## config.mk

```make
export PLATFORM = sky130hd
export DESIGN_NAME = zero_lag_ema_filter_core
export DESIGN_NICKNAME = d
export VERILOG_FILES = /design/src/sv/zlema_pkg.sv /design/src/sv/zero_lag_ema_filter_core.sv /design/src/sv/zlema_delay_mem.sv /design/src/sv/zlema_seed_div.sv
export VERILOG_INCLUDE_DIRS = /design/src /design/src/sv
export SDC_FILE = /design/constraint.sdc
export NUM_CORES = 2
export LEC_CHECK = 0
export BUFFER_PORTS_ARGS = -buffer_cell sky130_fd_sc_hd__buf_4
export CAP_MARGIN = 25
export CORE_MARGIN = 5
export CORE_UTILIZATION = 35
export DETAILED_ROUTE_END_ITERATION = 8
export GPL_ROUTABILITY_DRIVEN = 0
export SYNTH_ARGS = -nofsm -noshare
export SYNTH_HDL_FRONTEND = slang
export SYNTH_SLANG_ARGS = --single-unit
export TNS_END_PERCENT = 5
```

## constraint.sdc

```tcl
create_clock -name aclk -period 13.1 [get_ports aclk]
set_input_delay 1.965 -clock aclk [delete_from_list [all_inputs] [get_ports aclk]]
set_output_delay 1.965 -clock aclk [all_outputs]
set_load 0.01 [all_outputs]
```

## src/sv/zero_lag_ema_filter_core_assert.svh

```systemverilog
// Assertion macros for the zero-lag EMA filter.
`ifndef ZERO_LAG_EMA_FILTER_CORE_ASSERT_SVH
`define ZERO_LAG_EMA_FILTER_CORE_ASSERT_SVH

`ifndef ASSERT_OFF
// Same-cycle implication.
`define ZLEMA_ASSERT_IMP(label, clk, rstn, ante, cons) \
    label: assert property (@(posedge clk) disable iff (!rstn) (ante) |-> (cons)) \
        else $error("zlema: implication check failed");
// Next-cycle implication.
`define ZLEMA_ASSERT_NXT(label, clk, rstn, ante, cons) \
    label: assert property (@(posedge clk) disable iff (!rstn) (ante) |=> (cons)) \
        else $error("zlema: next-cycle check failed");
`else
`define ZLEMA_ASSERT_IMP(label, clk, rstn, ante, cons)
`define ZLEMA_ASSERT_NXT(label, clk, rstn, ante, cons)
`endif

`endif

```

## src/sv/zlema_pkg.sv

```systemverilog
package zlema_pkg;

    localparam int DEF_MAX_PERIOD  = 64;
    localparam int DEF_DELAY_DEPTH = 32;

    localparam int SAMPLE_W   = 32;
    localparam int MEM_W      = SAMPLE_W + 1;
    localparam int Z_W        = 34;
    localparam int AVG_W      = 34;
    localparam int EMA_W      = 50;
    localparam int FRAC_W     = 16;
    localparam int SEED_W     = 42;
    localparam int SEED_CNT_W = 7;
    localparam int CNT_W      = 8;
    localparam int PERIOD_W   = 7;
    localparam int ALPHA_W    = 17;
    localparam int DIV_W      = 60;
    localparam int DIVISOR_W  = SEED_CNT_W + 1;
    localparam int MUL_A_W    = ALPHA_W + 1;
    localparam int MUL_B_W    = Z_W + 1;
    localparam int PROD_W     = MUL_A_W + MUL_B_W;

    localparam int CFG_IDX_W  = 2;
    localparam int CFG_DATA_W = ALPHA_W;

    localparam logic [CFG_IDX_W-1:0] CFG_PERIOD = 2'd0;
    localparam logic [CFG_IDX_W-1:0] CFG_ALPHA  = 2'd1;

    localparam logic [PERIOD_W-1:0] PERIOD_RESET = 7'd30;
    localparam logic [ALPHA_W-1:0]  ALPHA_RESET  = 17'd4228;
    localparam logic [ALPHA_W-1:0]  Q_ONE        = 17'd65536;
    localparam int                  Q_HALF       = 32768;
    localparam logic [CNT_W-1:0]    CNT_MAX      = 8'd255;

endpackage

```

## src/sv/zero_lag_ema_filter_core.sv

```systemverilog
// Zero-lag EMA filter. Each input word carries one sample and a present flag;
// each input word yields exactly one output word, in order. Past samples sit in
// a circular buffer RAM of DELAY_DEPTH entries with a registered read; the
// de-lagged value 2x - x[n-lag] is formed from the RAM read, and the EMA update
// runs three products through one shared 18x35 multiplier. In steady state an
// item passes S_READ, S_EVAL, S_MUL_BHI, S_MUL_BLO, S_UPDATE and S_OUT; during
// warm-up it goes from S_EVAL straight to S_OUT, and the item that seeds the EMA
// waits on a one-bit-per-cycle 60-step divider forming the seed mean. A new word
// is accepted only when the previous item has moved to the output register; a
// full output register holds the next result back. No clearing pass is needed
// after reset or a period write: a sample count gates RAM entries not yet
// written. Registers: index 0 is period (write clears all filter state), index
// 1 is alpha in Q1.16.
`include "zero_lag_ema_filter_core_assert.svh"

module zero_lag_ema_filter_core
    import zlema_pkg::*;
#(
    parameter int MAX_PERIOD  = DEF_MAX_PERIOD,
    parameter int DELAY_DEPTH = DEF_DELAY_DEPTH
) (
    input  logic                    aclk,
    input  logic                    aresetn,
    input  logic                    s_valid,
    output logic                    s_ready,
    input  logic signed [SAMPLE_W-1:0] s_sample,
    input  logic                    s_sample_valid,
    output logic                    m_valid,
    input  logic                    m_ready,
    output logic signed [AVG_W-1:0] m_average,
    output logic                    m_average_valid,
    input  logic                    cfg_we,
    input  logic [CFG_IDX_W-1:0]    cfg_index,
    input  logic [CFG_DATA_W-1:0]   cfg_wdata
);

    localparam int ADDR_W = (DELAY_DEPTH > 1) ? $clog2(DELAY_DEPTH) : 1;
    localparam logic [8:0] MAXP_9  = 9'(MAX_PERIOD);
    localparam logic [8:0] DEPTH_9 = 9'(DELAY_DEPTH);
    localparam logic signed [PROD_W-1:0] ROUND_HALF = PROD_W'(Q_HALF);
    localparam logic signed [EMA_W:0]    AVG_HALF   = (EMA_W + 1)'(Q_HALF);

    typedef enum logic [3:0] {
        S_IDLE, S_READ, S_EVAL, S_DIV_GO, S_DIV_WAIT,
        S_MUL_BHI, S_MUL_BLO, S_UPDATE, S_OUT
    } state_t;

    state_t                        state_reg;
    logic [PERIOD_W-1:0]           period_reg;
    logic [ALPHA_W-1:0]            alpha_reg;
    logic signed [SAMPLE_W-1:0]    x_reg;
    logic                          xv_reg;
    logic signed [Z_W-1:0]         z_reg;
    logic                          zv_reg;
    logic [CNT_W-1:0]              cnt_reg;
    logic [ADDR_W-1:0]             wp_reg;
    logic signed [SEED_W-1:0]      seed_sum_reg;
    logic [SEED_CNT_W-1:0]         seed_cnt_reg;
    logic signed [EMA_W-1:0]       ema_reg;
    logic                          ema_def_reg;
    logic                          avg_ok_reg;
    logic signed [PROD_W-1:0]      prod_reg;
    logic signed [PROD_W-1:0]      acc_reg;
    logic                          m_valid_reg;
    logic signed [AVG_W-1:0]       m_average_reg;
    logic                          m_average_valid_reg;

    logic [PERIOD_W-1:0]           p_eff;
    logic [PERIOD_W-1:0]           p_less;
    logic [CNT_W-1:0]              lag_raw;
    logic [CNT_W-1:0]              lag_8;
    logic [CNT_W-1:0]              seed_at;
    logic                          lag_zero;
    logic [ALPHA_W-1:0]            alpha_sat;
    logic [ALPHA_W-1:0]            beta;

    logic [8:0]                    wp_9;
    logic [8:0]                    lag_9;
    logic [8:0]                    rd_sum;
    logic [ADDR_W-1:0]             rd_addr;
    logic                          rd_en;
    logic                          wr_en;
    logic [MEM_W-1:0]              rd_data;
    logic signed [SAMPLE_W-1:0]    d_sample;
    logic                          d_valid;

    logic signed [Z_W-1:0]         z_calc;
    logic                          zv_calc;
    logic signed [SEED_W-1:0]      seed_add;
    logic signed [SEED_W-1:0]      sum_after;
    logic [SEED_CNT_W-1:0]         cnt_after;
    logic [CNT_W-1:0]              cnt_inc;

    logic signed [MUL_A_W-1:0]     op_a;
    logic signed [MUL_B_W-1:0]     op_b;
    logic signed [PROD_W-1:0]      mul_out;
    logic signed [PROD_W-1:0]      blo_rnd;
    logic signed [PROD_W-1:0]      acc_upd;
    logic signed [EMA_W:0]         avg_sum;

    logic                          div_start;
    logic signed [DIV_W-1:0]       div_numer;
    logic [DIVISOR_W-1:0]          div_denom;
    logic                          div_done;
    logic signed [EMA_W-1:0]       div_quot;

    // period clamps to 1..MAX_PERIOD, lag clamps to the buffer depth
    assign p_eff   = (period_reg == '0) ? PERIOD_W'(1) :
                     ({2'b00, period_reg} > MAXP_9) ? MAXP_9[PERIOD_W-1:0] : period_reg;
    assign p_less  = p_eff - 1'b1;
    assign lag_raw = CNT_W'(p_less[PERIOD_W-1:1]);
    assign lag_8   = ({1'b0, lag_raw} > DEPTH_9) ? DEPTH_9[CNT_W-1:0] : lag_raw;
    assign seed_at = CNT_W'(p_eff) + lag_8 - 1'b1;
    assign lag_zero = (lag_8 == '0);

    assign alpha_sat = (alpha_reg > Q_ONE) ? Q_ONE : alpha_reg;
    assign beta      = Q_ONE - alpha_sat;

    // read the sample written lag words ago
    assign wp_9    = 9'(wp_reg);
    assign lag_9   = {1'b0, lag_8};
    assign rd_sum  = (wp_9 >= lag_9) ? (wp_9 - lag_9) : (wp_9 + DEPTH_9 - lag_9);
    assign rd_addr = rd_sum[ADDR_W-1:0];
    assign rd_en   = s_valid && s_ready;
    assign wr_en   = (state_reg == S_READ);

    zlema_delay_mem #(
        .DEPTH (DELAY_DEPTH)
    ) u_delay_mem (
        .aclk    (aclk),
        .wr_en   (wr_en),
        .wr_addr (wp_reg),
        .wr_data ({xv_reg, x_reg}),
        .rd_en   (rd_en),
        .rd_addr (rd_addr),
        .rd_data (rd_data)
    );

    assign d_sample = rd_data[SAMPLE_W-1:0];
    assign d_valid  = rd_data[SAMPLE_W];

    assign z_calc  = lag_zero ? Z_W'(x_reg) :
                     ({x_reg[SAMPLE_W-1], x_reg, 1'b0} - Z_W'(d_sample));
    assign zv_calc = lag_zero ? xv_reg : (xv_reg && d_valid && (cnt_reg >= lag_8));

    assign seed_add  = zv_reg ? SEED_W'(z_reg) : '0;
    assign sum_after = seed_sum_reg + seed_add;
    assign cnt_after = seed_cnt_reg + SEED_CNT_W'(zv_reg);
    assign cnt_inc   = (cnt_reg == CNT_MAX) ? cnt_reg : cnt_reg + 1'b1;

    // shared multiplier: alpha*z, then beta*hi, then beta*lo
    always_comb begin
        case (state_reg)
            S_MUL_BHI: begin
                op_a = {1'b0, beta};
                op_b = MUL_B_W'($signed(ema_reg[EMA_W-1:FRAC_W]));
            end
            S_MUL_BLO: begin
                op_a = {1'b0, beta};
                op_b = {{(MUL_B_W - FRAC_W){1'b0}}, ema_reg[FRAC_W-1:0]};
            end
            default: begin
                op_a = {1'b0, alpha_sat};
                op_b = MUL_B_W'(z_reg);
            end
        endcase
    end

    assign mul_out = op_a * op_b;
    assign blo_rnd = (prod_reg + ROUND_HALF) >>> FRAC_W;
    assign acc_upd = acc_reg + blo_rnd;
    assign avg_sum = (EMA_W + 1)'(ema_reg) + AVG_HALF;

    assign div_start = (state_reg == S_DIV_GO);
    assign div_numer = (DIV_W'(seed_sum_reg) <<< (FRAC_W + 1)) + DIV_W'(seed_cnt_reg);
    assign div_denom = {seed_cnt_reg, 1'b0};

    zlema_seed_div u_seed_div (
        .aclk     (aclk),
        .aresetn  (aresetn),
        .start    (div_start),
        .numer    (div_numer),
        .denom    (div_denom),
        .done     (div_done),
        .quotient (div_quot)
    );

    always_ff @(posedge aclk) begin
        if (!aresetn) begin
            state_reg    <= S_IDLE;
            period_reg   <= PERIOD_RESET;
            alpha_reg    <= ALPHA_RESET;
            cnt_reg      <= '0;
            wp_reg       <= '0;
            seed_sum_reg <= '0;
            seed_cnt_reg <= '0;
            ema_def_reg  <= 1'b0;
            m_valid_reg  <= 1'b0;
        end else begin
            // S_OUT handles the output register itself
            if (m_valid_reg && m_ready && state_reg != S_OUT) begin
                m_valid_reg <= 1'b0;
            end

            unique case (state_reg)
                S_IDLE: begin
                    if (s_valid) begin
                        x_reg     <= s_sample;
                        xv_reg    <= s_sample_valid;
                        state_reg <= S_READ;
                    end
                end
                S_READ: begin
                    z_reg     <= z_calc;
                    zv_reg    <= zv_calc;
                    wp_reg    <= (wp_reg == ADDR_W'(DELAY_DEPTH - 1)) ? '0 : wp_reg + 1'b1;
                    state_reg <= S_EVAL;
                end
                S_EVAL: begin
                    prod_reg   <= mul_out;
                    cnt_reg    <= cnt_inc;
                    avg_ok_reg <= 1'b0;
                    state_reg  <= S_OUT;
                    if (cnt_reg < seed_at) begin
                        if (cnt_reg >= lag_8 && zv_reg) begin
                            seed_sum_reg <= sum_after;
                            seed_cnt_reg <= cnt_after;
                        end
                    end else if (cnt_reg == seed_at) begin
                        seed_sum_reg <= sum_after;
                        seed_cnt_reg <= cnt_after;
                        if (cnt_after != '0) begin
                            state_reg <= S_DIV_GO;
                        end
                    end else if (zv_reg && ema_def_reg) begin
                        state_reg <= S_MUL_BHI;
                    end
                end
                S_DIV_GO: begin
                    state_reg <= S_DIV_WAIT;
                end
                S_DIV_WAIT: begin
                    if (div_done) begin
                        ema_reg     <= div_quot;
                        ema_def_reg <= 1'b1;
                        avg_ok_reg  <= 1'b1;
                        state_reg   <= S_OUT;
                    end
                end
                S_MUL_BHI: begin
                    acc_reg   <= prod_reg;
                    prod_reg  <= mul_out;
                    state_reg <= S_MUL_BLO;
                end
                S_MUL_BLO: begin
                    acc_reg   <= acc_reg + prod_reg;
                    prod_reg  <= mul_out;
                    state_reg <= S_UPDATE;
                end
                S_UPDATE: begin
                    ema_reg    <= acc_upd[EMA_W-1:0];
                    avg_ok_reg <= 1'b1;
                    state_reg  <= S_OUT;
                end
                S_OUT: begin
                    // hold until the output register is free
                    if (!m_valid_reg || m_ready) begin
                        m_valid_reg         <= 1'b1;
                        m_average_valid_reg <= avg_ok_reg;
                        m_average_reg       <= avg_ok_reg ? avg_sum[EMA_W-1:FRAC_W] : '0;
                        state_reg           <= S_IDLE;
                    end
                end
                default: state_reg <= S_IDLE;
            endcase

            if (cfg_we) begin
                unique case (cfg_index)
                    CFG_PERIOD: begin
                        period_reg   <= cfg_wdata[PERIOD_W-1:0];
                        cnt_reg      <= '0;
                        wp_reg       <= '0;
                        seed_sum_reg <= '0;
                        seed_cnt_reg <= '0;
                        ema_def_reg  <= 1'b0;
                    end
                    CFG_ALPHA: begin
                        alpha_reg <= cfg_wdata[ALPHA_W-1:0];
                    end
                    default: begin
                    end
                endcase
            end
        end
    end

    assign s_ready         = (state_reg == S_IDLE);
    assign m_valid         = m_valid_reg;
    assign m_average       = m_average_reg;
    assign m_average_valid = m_average_valid_reg;

    `ZLEMA_ASSERT_NXT(a_accept_reads, aclk, aresetn, s_valid && s_ready, state_reg == S_READ)
    `ZLEMA_ASSERT_IMP(a_invalid_zero, aclk, aresetn, m_valid && !m_average_valid, m_average == '0)
    `ZLEMA_ASSERT_IMP(a_div_done_wait, aclk, aresetn, div_done, state_reg == S_DIV_WAIT)
    `ZLEMA_ASSERT_IMP(a_ema_clear_cfg, aclk, aresetn, $fell(ema_def_reg), !$past(aresetn) || $past(cfg_we && cfg_index == CFG_PERIOD))

endmodule

```

## src/sv/zlema_delay_mem.sv

```systemverilog
module zlema_delay_mem
    import zlema_pkg::*;
#(
    parameter int DEPTH = DEF_DELAY_DEPTH
) (
    input  logic                                    aclk,
    input  logic                                    wr_en,
    input  logic [((DEPTH > 1) ? $clog2(DEPTH) : 1)-1:0] wr_addr,
    input  logic [MEM_W-1:0]                        wr_data,
    input  logic                                    rd_en,
    input  logic [((DEPTH > 1) ? $clog2(DEPTH) : 1)-1:0] rd_addr,
    output logic [MEM_W-1:0]                        rd_data
);

    logic [MEM_W-1:0] mem [DEPTH];

    always_ff @(posedge aclk) begin
        if (wr_en) begin
            mem[wr_addr] <= wr_data;
        end
        if (rd_en) begin
            rd_data <= mem[rd_addr];
        end
    end

endmodule

```

## src/sv/zlema_seed_div.sv

```systemverilog
module zlema_seed_div
    import zlema_pkg::*;
(
    input  logic                     aclk,
    input  logic                     aresetn,
    input  logic                     start,
    input  logic signed [DIV_W-1:0]  numer,
    input  logic [DIVISOR_W-1:0]     denom,
    output logic                     done,
    output logic signed [EMA_W-1:0]  quotient
);

    localparam int STEP_W = $clog2(DIV_W);

    typedef enum logic [1:0] {D_IDLE, D_RUN, D_FIX} div_state_t;

    div_state_t              state_reg;
    logic [DIV_W-1:0]        mag_reg;
    logic [DIV_W-1:0]        quo_reg;
    logic [DIVISOR_W-1:0]    den_reg;
    logic [DIVISOR_W-1:0]    rem_reg;
    logic                    neg_reg;
    logic [STEP_W-1:0]       step_reg;
    logic                    done_reg;
    logic signed [EMA_W-1:0] quo_out_reg;

    logic [DIVISOR_W:0]      trial;
    logic [DIVISOR_W:0]      trial_sub;
    logic                    fits;
    logic [DIV_W-1:0]        numer_mag;
    logic [DIV_W-1:0]        quo_signed;

    assign numer_mag = numer[DIV_W-1] ? DIV_W'(-numer) : DIV_W'(numer);
    assign trial     = {rem_reg, mag_reg[DIV_W-1]};
    assign fits      = trial >= {1'b0, den_reg};
    assign trial_sub = trial - {1'b0, den_reg};

    // floor for a negative numerator: -(q+1) when a remainder is left
    assign quo_signed = !neg_reg ? quo_reg :
                        (rem_reg != '0) ? ~quo_reg : (~quo_reg + 1'b1);

    always_ff @(posedge aclk) begin
        if (!aresetn) begin
            state_reg <= D_IDLE;
            done_reg  <= 1'b0;
        end else begin
            done_reg <= 1'b0;
            unique case (state_reg)
                D_IDLE: begin
                    if (start) begin
                        mag_reg   <= numer_mag;
                        neg_reg   <= numer[DIV_W-1];
                        den_reg   <= denom;
                        rem_reg   <= '0;
                        quo_reg   <= '0;
                        step_reg  <= '0;
                        state_reg <= D_RUN;
                    end
                end
                D_RUN: begin
                    rem_reg  <= fits ? trial_sub[DIVISOR_W-1:0] : trial[DIVISOR_W-1:0];
                    quo_reg  <= {quo_reg[DIV_W-2:0], fits};
                    mag_reg  <= {mag_reg[DIV_W-2:0], 1'b0};
                    step_reg <= step_reg + 1'b1;
                    if (step_reg == STEP_W'(DIV_W - 1)) begin
                        state_reg <= D_FIX;
                    end
                end
                D_FIX: begin
                    quo_out_reg <= EMA_W'(quo_signed);
                    done_reg    <= 1'b1;
                    state_reg   <= D_IDLE;
                end
                default: state_reg <= D_IDLE;
            endcase
        end
    end

    assign done     = done_reg;
    assign quotient = quo_out_reg;

endmodule

```

==> metrics.cfg <==
[clock_tree]
cts_tree = done
clock_latency_ps = 860
clock_sinks = 1623
cts_root_buffer = clkbuf_16
post_cts_buffers = 0
holdBufCountCts = 0
cts_inserted_buffers = 174
post_cts_resized = 0
cts.clk_slew.worst_paths_ps = 60
cts_buffer_depth = 4
htree_levels = 4

[hold_path]
worstHoldEndpoint = u_seed_div.mag_reg[30]
min_from = u_seed_div.mag_reg[29]
min_path_type = reg -> reg
min_path_cells = 2

[routing]
drtIter0Drc = 6016
vias = 61800
wirelength_um = 270000
wl_per_cell_um = 23.6
drc_errors = 0
first_pass_iters = 8
postRouteAntennaNets = 0
vias_per_cell = 5.40

[final_layout]
largest_reg_flops = 1056
drive_gt1_share_pct = 12.0
syn2layout_area_growth_pct = 11.4
finalNetCount = 8702
nFillCells = 25600
stdcell_count = 11500

[synth]
synth.most_common_cell = edfxtp_1
syn_area_per_cell_um2 = 12.5
ys_seq_area_share_pct = 49.8
synthSimpleGateAreaFrac_pct = 9.86
synth_top_family_by_area = adder cells
synth_fa_ha_area_share_pct = 16.2
synth-main-ff-cell = edfxtp_1
synth_top_area_share_pct = 47.8
synth_area_leader_cell = edfxtp_1
synth_seq_cells = 1623
ys_types = 80
synthXorXnorAreaFrac_pct = 3.42
synth_compound_area_share_pct = 7.80
ys.warnings.count = 0
synthCells = 7669
synth.mux.area_fraction_pct = 8.38
synthArstFlopShare_pct = 0
synth_edf_count = 1528
syn_nets = 8635
synthesis.area_mm2 = 0.0960
synth_area_leaders = edfxtp_1 (48%), fa_1 (12%), mux4_2 (7.7%), ha_1 (4.5%), nand2_1 (3.5%)
synthTopCellsByCount = edfxtp_1 (1,528), nand2_1 (885), inv_1 (811), fa_1 (562), nor2_1 (435)

[sta]
slew_viol_final = 0
period_minus_slack_ps = 10820
fin_worst_skew_ps = 93.9
finalHoldViolations = 0
worstMarginPinSlew_ps = 1310
max_freq_mhz = 92.4
min_period_over_period_pct = 82.6
setup_viol = 0
rsz0062_at_grt = no
relSlewSlack_pct = 12.4
finalSetupTns_ps = 0

[pwr]
ir_drop_mv = 0.223
p_per_area_mw_per_mm2 = 166
finalPower_mw = 17.7
p_leak_nw = 40.6

[floorplan]
core-area_mm2 = 0.273
die_h_um = 534
io_pins = 94
die_w_um = 534
initial_utilization_pct = 35.1
rows = 192
dieArea_mm2 = 0.285

[critical_path]
path_max_fanout = 23
criticalPathCategory = reg -> reg
worst-path-stages = 34
r2r_end = prod_reg[48]
slowest_delay_ps = 720
cp_data_required_time_ps = 13650
cp-end-kind = flop
critical-path-top-delay-family = adder cells
r2r_setup_slack_ps = 2280
worstRegToRegCells = 34
path_buf_inv = 8
crit_path_start_kind = flop
cpMaxStageDelayCell = a211oi_4
r2r-start = alpha_reg[0]
crit_arrival_ps = 11370

[global_routing]
grt_pass1_wl_um = 403000
overflow = 0
grt_usage_pct = 18.6
grt_pass1_vias = 62200
antenna_found_initial = 12
grt_max_degree = 120

[placement]
dpl.hpwl_um = 181000
dp_cells = 11100
portBuffers = 93

[flow_run]
cap_violations = 0

[run_status]
outcome = complete, no violations

-- tightest hold or removal path: stages, from the launching register on --
cell and delay [ps]:
edfxtp_1 320, nand2_1 40, o21ai_0 70
-- power breakdown --
part | total [mW] | leakage (nW) | switching [mW] | internal, mW
combinational | 6.79 | 23.4 | 4.10 | 2.69
sequential | 6.17 | 14.6 | 0.138 | 6.03
clock | 4.75 | 2.63 | 2.04 | 2.72
-- layout by cell type, fill, tap and decap left out, types with 111 or more instances in the layout --
| cell type | Yosys | layout |
|---|---|---|
| and2_1 | 159 | 159 |
| buf_4 | 0 | 217 |
| xor2_1 | 129 | 128 |
| inv_1 | 811 | 810 |
| clkbuf_16 | 0 | 177 |
| nand2_1 | 885 | 884 |
| nand3_1 | 112 | 111 |
| a21o_1 | 151 | 151 |
| nor2_1 | 435 | 394 |
| mux4_2 | 330 | 330 |
| ha_1 | 347 | 346 |
| edfxtp_1 | 1528 | 1528 |
| o21ai_0 | 300 | 300 |
| a21oi_1 | 320 | 319 |
| xnor2_1 | 246 | 241 |
| fa_1 | 562 | 561 |
-- cell families (layout without fill, tap and decap cells) --
family,after synthesis,in the layout
compound gates,1182,1182
buf+inv,1149,1342
fa+ha+maj,909,909
mux,386,386
xor+xnor,375,375
other cells,0,6
simple gates,2045,2045
flops,1623,1623
-- cell type report --
cell class | count | area [um^2] | area share [%]
multi-input cells | 4897 | 44400 | 41.5
flip-flops and latches | 1623 | 47800 | 44.7
clock inverters | 96 | 762 | 0.713
diodes | 6 | 15.0 | 0.0140
well taps | 3589 | 4490 | 4.20
repair buffers | 228 | 1840 | 1.72
clock buffers | 206 | 4580 | 4.28
inverters | 812 | 3050 | 2.85
-- routing by layer --
| layer | share of wire [%] | track usage (%) | wire [um] |
|---|---|---|---|
| met1 | 40 | 24.3 | 109000 |
| met3 | 8.0 | 3.69 | 21600 |
| met5 | 0.0078 | 0 | 21 |
| met4 | 4.3 | 7.23 | 11600 |
| met2 | 47 | 30.4 | 128000 |
-- how the worst max path moves through the flow --
stage / start / endpoint / slack (ps)
after floorplan: aresetn / u_seed_div.mag_reg[0] / 1900
after global placement: alpha_reg[0] / prod_reg[48] / 2630
after detailed placement: alpha_reg[0] / prod_reg[48] / 2340
after CTS: alpha_reg[0] / prod_reg[48] / 2360
after global routing: alpha_reg[0] / prod_reg[48] / 1750
final: alpha_reg[0] / prod_reg[48] / 2280
-- per-stage QoR --
stage	area, um^2	hold WS [ps]	setup slack [ps]	util (%)
finish	107000	484	2280	39.1
global route	107000	517	1750	39.1
CTS	107000	486	2360	39.1
global placement	101000	466	2630	37.1
detailed placement	101000	483	2340	37.1
floorplan	96000	406	1900	-
(Power assumes the default switching activity.)
